<file path="src/hdl/dlap_pkg.sv">
package dlap_pkg;

  // Delay line geometry
  localparam int unsigned LINE_DEPTH = 32768;
  localparam int unsigned PTR_W      = (LINE_DEPTH > 1) ? $clog2(LINE_DEPTH) : 1;

  // Field widths
  localparam int unsigned SAMPLE_W = 24;
  localparam int unsigned GAIN_W   = 16;
  localparam int unsigned DELAY_W  = 15;
  localparam int unsigned PROD_W   = SAMPLE_W + GAIN_W;

  // Configuration port
  localparam int unsigned CFG_IDX_W  = 2;
  localparam int unsigned CFG_DATA_W = 16;

  localparam logic [DELAY_W-1:0] DELAY_RESET = DELAY_W'(1);
  localparam logic [GAIN_W-1:0]  GAIN_RESET  = GAIN_W'(16384);

  typedef enum logic [CFG_IDX_W-1:0] {
    REG_DELAY = 2'd0,
    REG_GAIN  = 2'd1
  } cfg_reg_e;

  typedef enum logic [2:0] {
    ST_IDLE,
    ST_RD,
    ST_SUMV,
    ST_MUL2,
    ST_OUT
  } state_e;

  // Controller to datapath
  typedef struct packed {
    logic capture;   // latch sample, read line entry
    logic mul1;      // g * d
    logic sumv;      // v = x + g*d, write line, advance pointer
    logic mul2;      // g * v
    logic load_out;  // y into output register
  } dlap_cmd_t;

  // Datapath to controller
  typedef struct packed {
    logic dly_busy;  // delay reduction in flight
    logic out_free;  // output register can take a result
  } dlap_sts_t;

endpackage

</file>
<file path="src/hdl/dlap_ctrl.sv">
module dlap_ctrl
  import dlap_pkg::*;
(
  input  logic      clk_i,
  input  logic      rst_ni,
  input  logic      in_valid_i,
  output logic      in_stall_o,
  input  dlap_sts_t sts_i,
  output dlap_cmd_t cmd_o
);

  state_e state_q, state_d;

  // State register
  always_ff @(posedge clk_i or negedge rst_ni) begin
    if (!rst_ni) begin
      state_q <= ST_IDLE;
    end else begin
      state_q <= state_d;
    end
  end

  // Next state and commands
  always_comb begin
    state_d    = state_q;
    cmd_o      = '0;
    in_stall_o = 1'b1;
    case (state_q)
      ST_IDLE: begin
        in_stall_o = sts_i.dly_busy;
        if (in_valid_i && !sts_i.dly_busy) begin
          cmd_o.capture = 1'b1;
          state_d       = ST_RD;
        end
      end
      ST_RD: begin
        cmd_o.mul1 = 1'b1;
        state_d    = ST_SUMV;
      end
      ST_SUMV: begin
        cmd_o.sumv = 1'b1;
        state_d    = ST_MUL2;
      end
      ST_MUL2: begin
        cmd_o.mul2 = 1'b1;
        state_d    = ST_OUT;
      end
      ST_OUT: begin
        // hand off the result and take the next sample in the same cycle
        if (sts_i.out_free) begin
          cmd_o.load_out = 1'b1;
          in_stall_o     = sts_i.dly_busy;
          if (in_valid_i && !sts_i.dly_busy) begin
            cmd_o.capture = 1'b1;
            state_d       = ST_RD;
          end else begin
            state_d = ST_IDLE;
          end
        end
      end
      default: begin
        state_d = ST_IDLE;
      end
    endcase
  end

`ifndef NO_ASSERTIONS
  a_accept_state: assert property (@(posedge clk_i) disable iff (!rst_ni)
    (in_valid_i && !in_stall_o) |-> (state_q == ST_IDLE || state_q == ST_OUT))
    else $error("sample accepted mid computation");

  a_busy_stall: assert property (@(posedge clk_i) disable iff (!rst_ni)
    sts_i.dly_busy |-> in_stall_o)
    else $error("sample accepted while delay is settling");

  a_load_free: assert property (@(posedge clk_i) disable iff (!rst_ni)
    cmd_o.load_out |-> sts_i.out_free)
    else $error("output register overwritten");
`endif

endmodule

</file>
<file path="config.mk">
export PLATFORM = sky130hd
export DESIGN_NAME = dlap_ctrl
export DESIGN_NICKNAME = d
export VERILOG_FILES = /design/src/hdl/dlap_pkg.sv /design/src/hdl/dlap_ctrl.sv
export SDC_FILE = /design/constraint.sdc
export NUM_CORES = 1
export LEC_CHECK = 0
export BUFFER_PORTS_ARGS = -buffer_cell sky130_fd_sc_hd__buf_2
export CAP_MARGIN = 40
export CORE_AREA = 2 2 39 41
export CTS_BUF_LIST = sky130_fd_sc_hd__clkbuf_16
export CTS_CLUSTER_DIAMETER = 30
export DETAILED_ROUTE_END_ITERATION = 7
export DIE_AREA = 0 0 41 43
export RECOVER_POWER = 100
export SLEW_MARGIN = 10
export SYNTH_ARGS = -nofsm -noshare
export SYNTH_HDL_FRONTEND = slang
export SYNTH_SLANG_ARGS = --single-unit
</file>
<file path="constraint.sdc">
create_clock -name clk_i -period 1.3 [get_ports clk_i]
set_clock_uncertainty 0.05 [all_clocks]
set_input_delay 0.13 -clock clk_i [delete_from_list [all_inputs] [get_ports clk_i]]
set_output_delay 0.13 -clock clk_i [all_outputs]
set_load 0.005 [all_outputs]
</file>
# Word-level counts from Yosys, hierarchy flattened
# Cells that the tools add are included.
# totals
ff_bits	3
input_bits	5
output_inout_bits	6
elab_cells	25
# op_classes
n_eq_ne	6
n_mux	14
n_reduce_logical	4
# ops
cell	n
case mux 3 bit (5 select lines)	1
two-way mux 1 bit	9
equality test 3 x 2 -> 1 bit, second input constant	2
two-way mux 3 bit	2
inequality test 2 bit, second input constant	2
case mux 1 bit (2 select lines)	2
equality test 3 x 1 -> 1 bit, second input constant	1
equality test 3 bit, second input constant	1
zero test 3 bit	1
AND reduction 2 bit	1
logical AND 1 bit	1
zero test 1 bit	1

# Depth between registers and ports, before layout
# depth
word_depth	5
depth_mapped	3
mapped_depth_nobuf	2

# Least setup slack after synthesis
# OpenSTA, ideal clock, no wires.
# synth_path
kind	reg-to-output
from	register state_q[1]
to	output in_stall_o
arrival_time_ns	1.005
required_ns	1.120
setup_slack_ns	0.115
stages_incl_launch_ff	3
n_path_buf	1
path_cell_list	dfrtp_1 -> buf_6 -> or4_1
# synth_between
elab_chain_len	2
elab_cells_between_ends	3
cone_classes	eq/ne: 1; mux: 1; reduce/logical: 1
# synth_lines
element	line_no	text
from (decl)	dlap_ctrl.sv:12	state_e state_q, state_d;
from (signal assigned)	dlap_ctrl.sv:19	state_q <= state_d;
equality test 3 bit or zero test 3 bit (tied branches)	dlap_ctrl.sv:28	case (state_q)
case mux 1 bit (2 select lines) *	dlap_ctrl.sv:28	
to (decl)	dlap_ctrl.sv:7	output logic in_stall_o,
# Every way passes the cells marked *; elsewhere a longest branch is shown, timed or not.

# Worst setup path in the final report
# layout_path
from	register state_q[2]
to	output in_stall_o
# The elaborated chain is that of the path after synthesis.

==> run summary <==
Hold Crit Class -> input port to flip-flop
Layout Nets -> 43
DPL Wire Length -> 346 µm
RR Startpoint -> state_q[1]
Clock slew at reported path FFs -> 30 ps
Slowest CP cell -> or4_1
Area Growth Syn to Fin -> 103%
Stages on worst setup path -> 3
Syn Std Cell Area -> 195 µm²
GP Congestion -> 0.701
Failing checks -> setup timing
Clk Tree Root Cell -> clkbuf_16
Period minus WS final -> 1420 ps
Setup TNS -> -138 ps
Via count -> 208
CTS Sinks -> 3
Final wirelength -> 517 µm
Multi-input gate area -> 123 µm²
Gr usage total -> 7.55%
Layout cells sized above 1 -> 54.1%
Fill cell count -> 153
Pleak -> 0.000199 µW
F_max -> 703 MHz
Skew-Pair Late Insertion Delay -> 220 ps
#FFs+latches synth -> 3
Fin. max-slew vios -> 0
Worst setup path start -> state_q[2]
Ys Warns -> 0
Vias per std cell -> 3.92
Slew @ Worst Pin -> 226 ps
Crit Path Max Fanout -> 2
Die area -> 0.00176 mm²
Setup crit end kind -> output pin
Port bufs -> 10
Reg2reg path depth -> 3
Power per standard cell area -> 2820 mW/mm²
Setup-failing EPs final -> 2
Top Registers -> state_q x3
Hold violation total from the final report -> 0
Crit path largest cell delay -> 390 ps
Drt pass-1 iters -> 4
Syn Area/Cell -> 9.29 µm²
Sequential fraction of the synthesis area -> 38.5%
Crit path kind -> flip-flop to output pin
Diodes inserted -> 0
Startpoint types -> flip-flop
Num CTS Buffers -> 3
Cell chain of the critical path -> nor2b_4 > or4_1 > buf_2
Row count -> 14
Worst Path Buf+Inv -> 1
Final WS setup -> -122 ps
Slew headroom -> 84.9%
DR WL/cell -> 9.75 µm
Reg area -> 75.1 µm²
Reg with most FFs -> state_q
Crit share post-route -> 109%
Pre-CTS WS -> 85.0 ps
R2R Path End -> state_q[0]
Largest register FFs -> 3
Drt drc -> 0
DRT antenna net count -> 0
VDD IR max -> 608 µV
Count of cell types in the netlist -> 17
Util after Layout -> 28.7%
Crit path capture -> in_stall_o
Largest net degree at the start of global routing -> 8
Arr. time, crit path -> 1240 ps
Worst EP required -> 1120 ps
Max-cap viol count -> 0
First-pass GRT wire length -> 869 µm
Die width -> 41 µm
Slack of the worst reg-to-reg path -> 260 ps
RSZ-0062 raised after global routing -> true
I/O pin cnt -> 11
Total global routing overflow -> 0
Syn Inst Count -> 21
Post-Layout Cell Count -> 53
Max Buffers Root-to-Sink -> 2
CTS tree -> done
Initial antenna violation count -> 0
H-tree levels -> 1
Placed insts -> 47
Status -> finished, violations left
Initial drt markers -> 1
Top delay family on crit path -> simple AND/OR/NAND/NOR gates
CORE AREA -> 0.00138 mm²
Vert. Die Dim -> 43 µm
Vias in the first global route -> 199
Starting density of the core -> 14.1%
Syn nets -> 26
## power breakdown
group | switching (µW) | total, µW | internal [µW]
clock network | 86.9 | 484 | 397
logic | 215 | 468 | 253
registers | 26.1 | 167 | 141
total | 328 | 1120 | 790
## worst reg2reg max path, stage by stage (launching register included)
cell and delay, ps:
dfrtp_1 370, buf_6 150, nand2b_1 130, a221oi_1 230
## synth_stat cells
| cell type | number | area, µm² |
|---|---|---|
| a21o_1 | 1 | 7.51 |
| a221oi_1 | 1 | 8.76 |
| and3_1 | 1 | 6.26 |
| and3b_1 | 1 | 8.76 |
| buf_2 | 1 | 5.00 |
| buf_4 | 1 | 7.51 |
| buf_6 | 1 | 11.3 |
| dfrtp_1 | 3 | 75.1 |
| inv_2 | 1 | 3.75 |
| nand2b_1 | 2 | 12.5 |
| nor2_1 | 2 | 7.51 |
| nor2b_1 | 1 | 6.26 |
| nor3_1 | 1 | 5.00 |
| nor3b_1 | 1 | 7.51 |
| nor4_1 | 1 | 6.26 |
| or4_1 | 1 | 7.51 |
| xnor2_1 | 1 | 8.76 |
## cells in the final DEF (no fill, tap or decap), drive strengths merged
master,instances
buf,13
nor4,1
clkbuf,4
nor3b,1
nor3,1
dfrtp,3
a21o,1
dlygate4sd3,1
nor2b,1
and3,1
nor2,2
a221oi,1
inv,2
nand2b,2
or4,1
xnor2,1
and3b,1
## area by class of cell
type                    count  share of cell area, %
multi-input cells          14                   30.9
repair buffers             15                   24.3
flip-flops and latches      3                   18.9
clock buffers               3                   18.9
well taps                  16                   5.05
clock inverters             1                  0.946
inverters                   1                  0.946
## repair_timing
action,CTS,global route
endpoints found under the hold margin,3,0
gates resized for setup,4,4
endpoints found under the setup margin,3,4
pin swaps,0,3
buffers inserted,1,1
hold buffers,1,0
## routing by layer
| metal | vias to the layer above | share of wire [%] | global-route usage [%] |
|---|---|---|---|
| li1 | 103 | - | - |
| met1 | 96 | 40 | 8.44 |
| met2 | 7 | 50 | 10.0 |
| met3 | 2 | 7.4 | 2.62 |
| met4 | 0 | 3.1 | 8.00 |
| met5 | - | 0 | 0 |
## worst min-delay path by stage
stage          slack (ps)  cells past startpoint      from          to
2_1_floorplan        -220                      0    rst_ni  state_q[0]
3_3_place_gp         -120                      1    rst_ni  state_q[1]
3_5_place_dp         -120                      1    rst_ni  state_q[2]
4_1_cts               160                      3  sts_i[0]  state_q[0]
5_1_grt               180                      3  sts_i[0]  state_q[0]
6_report              160                      3  sts_i[0]  state_q[0]
## logic make-up (layout without fill, tap and decap cells)
| logic type | Yosys count | after routing | share of synthesized area, % |
|---|---|---|---|
| flip-flops | 3 | 3 | 38.5 |
| AO/OA/AOI/OAI | 2 | 2 | 8.34 |
| XOR/XNOR | 1 | 1 | 4.49 |
| AND/OR/NAND/NOR | 11 | 11 | 34.6 |
| buffers and inverters | 4 | 20 | 14.1 |
## per-stage QoR
stage	hold slack (ps)	instance area [µm²]	power (µW)
after floorplan	-216	195	423
after global placement	-122	264	527
after detailed placement	-123	264	528
after CTS	160	377	1060
after global routing	182	397	1190
final	160	397	1120
Power figures use the tool's default switching activity.
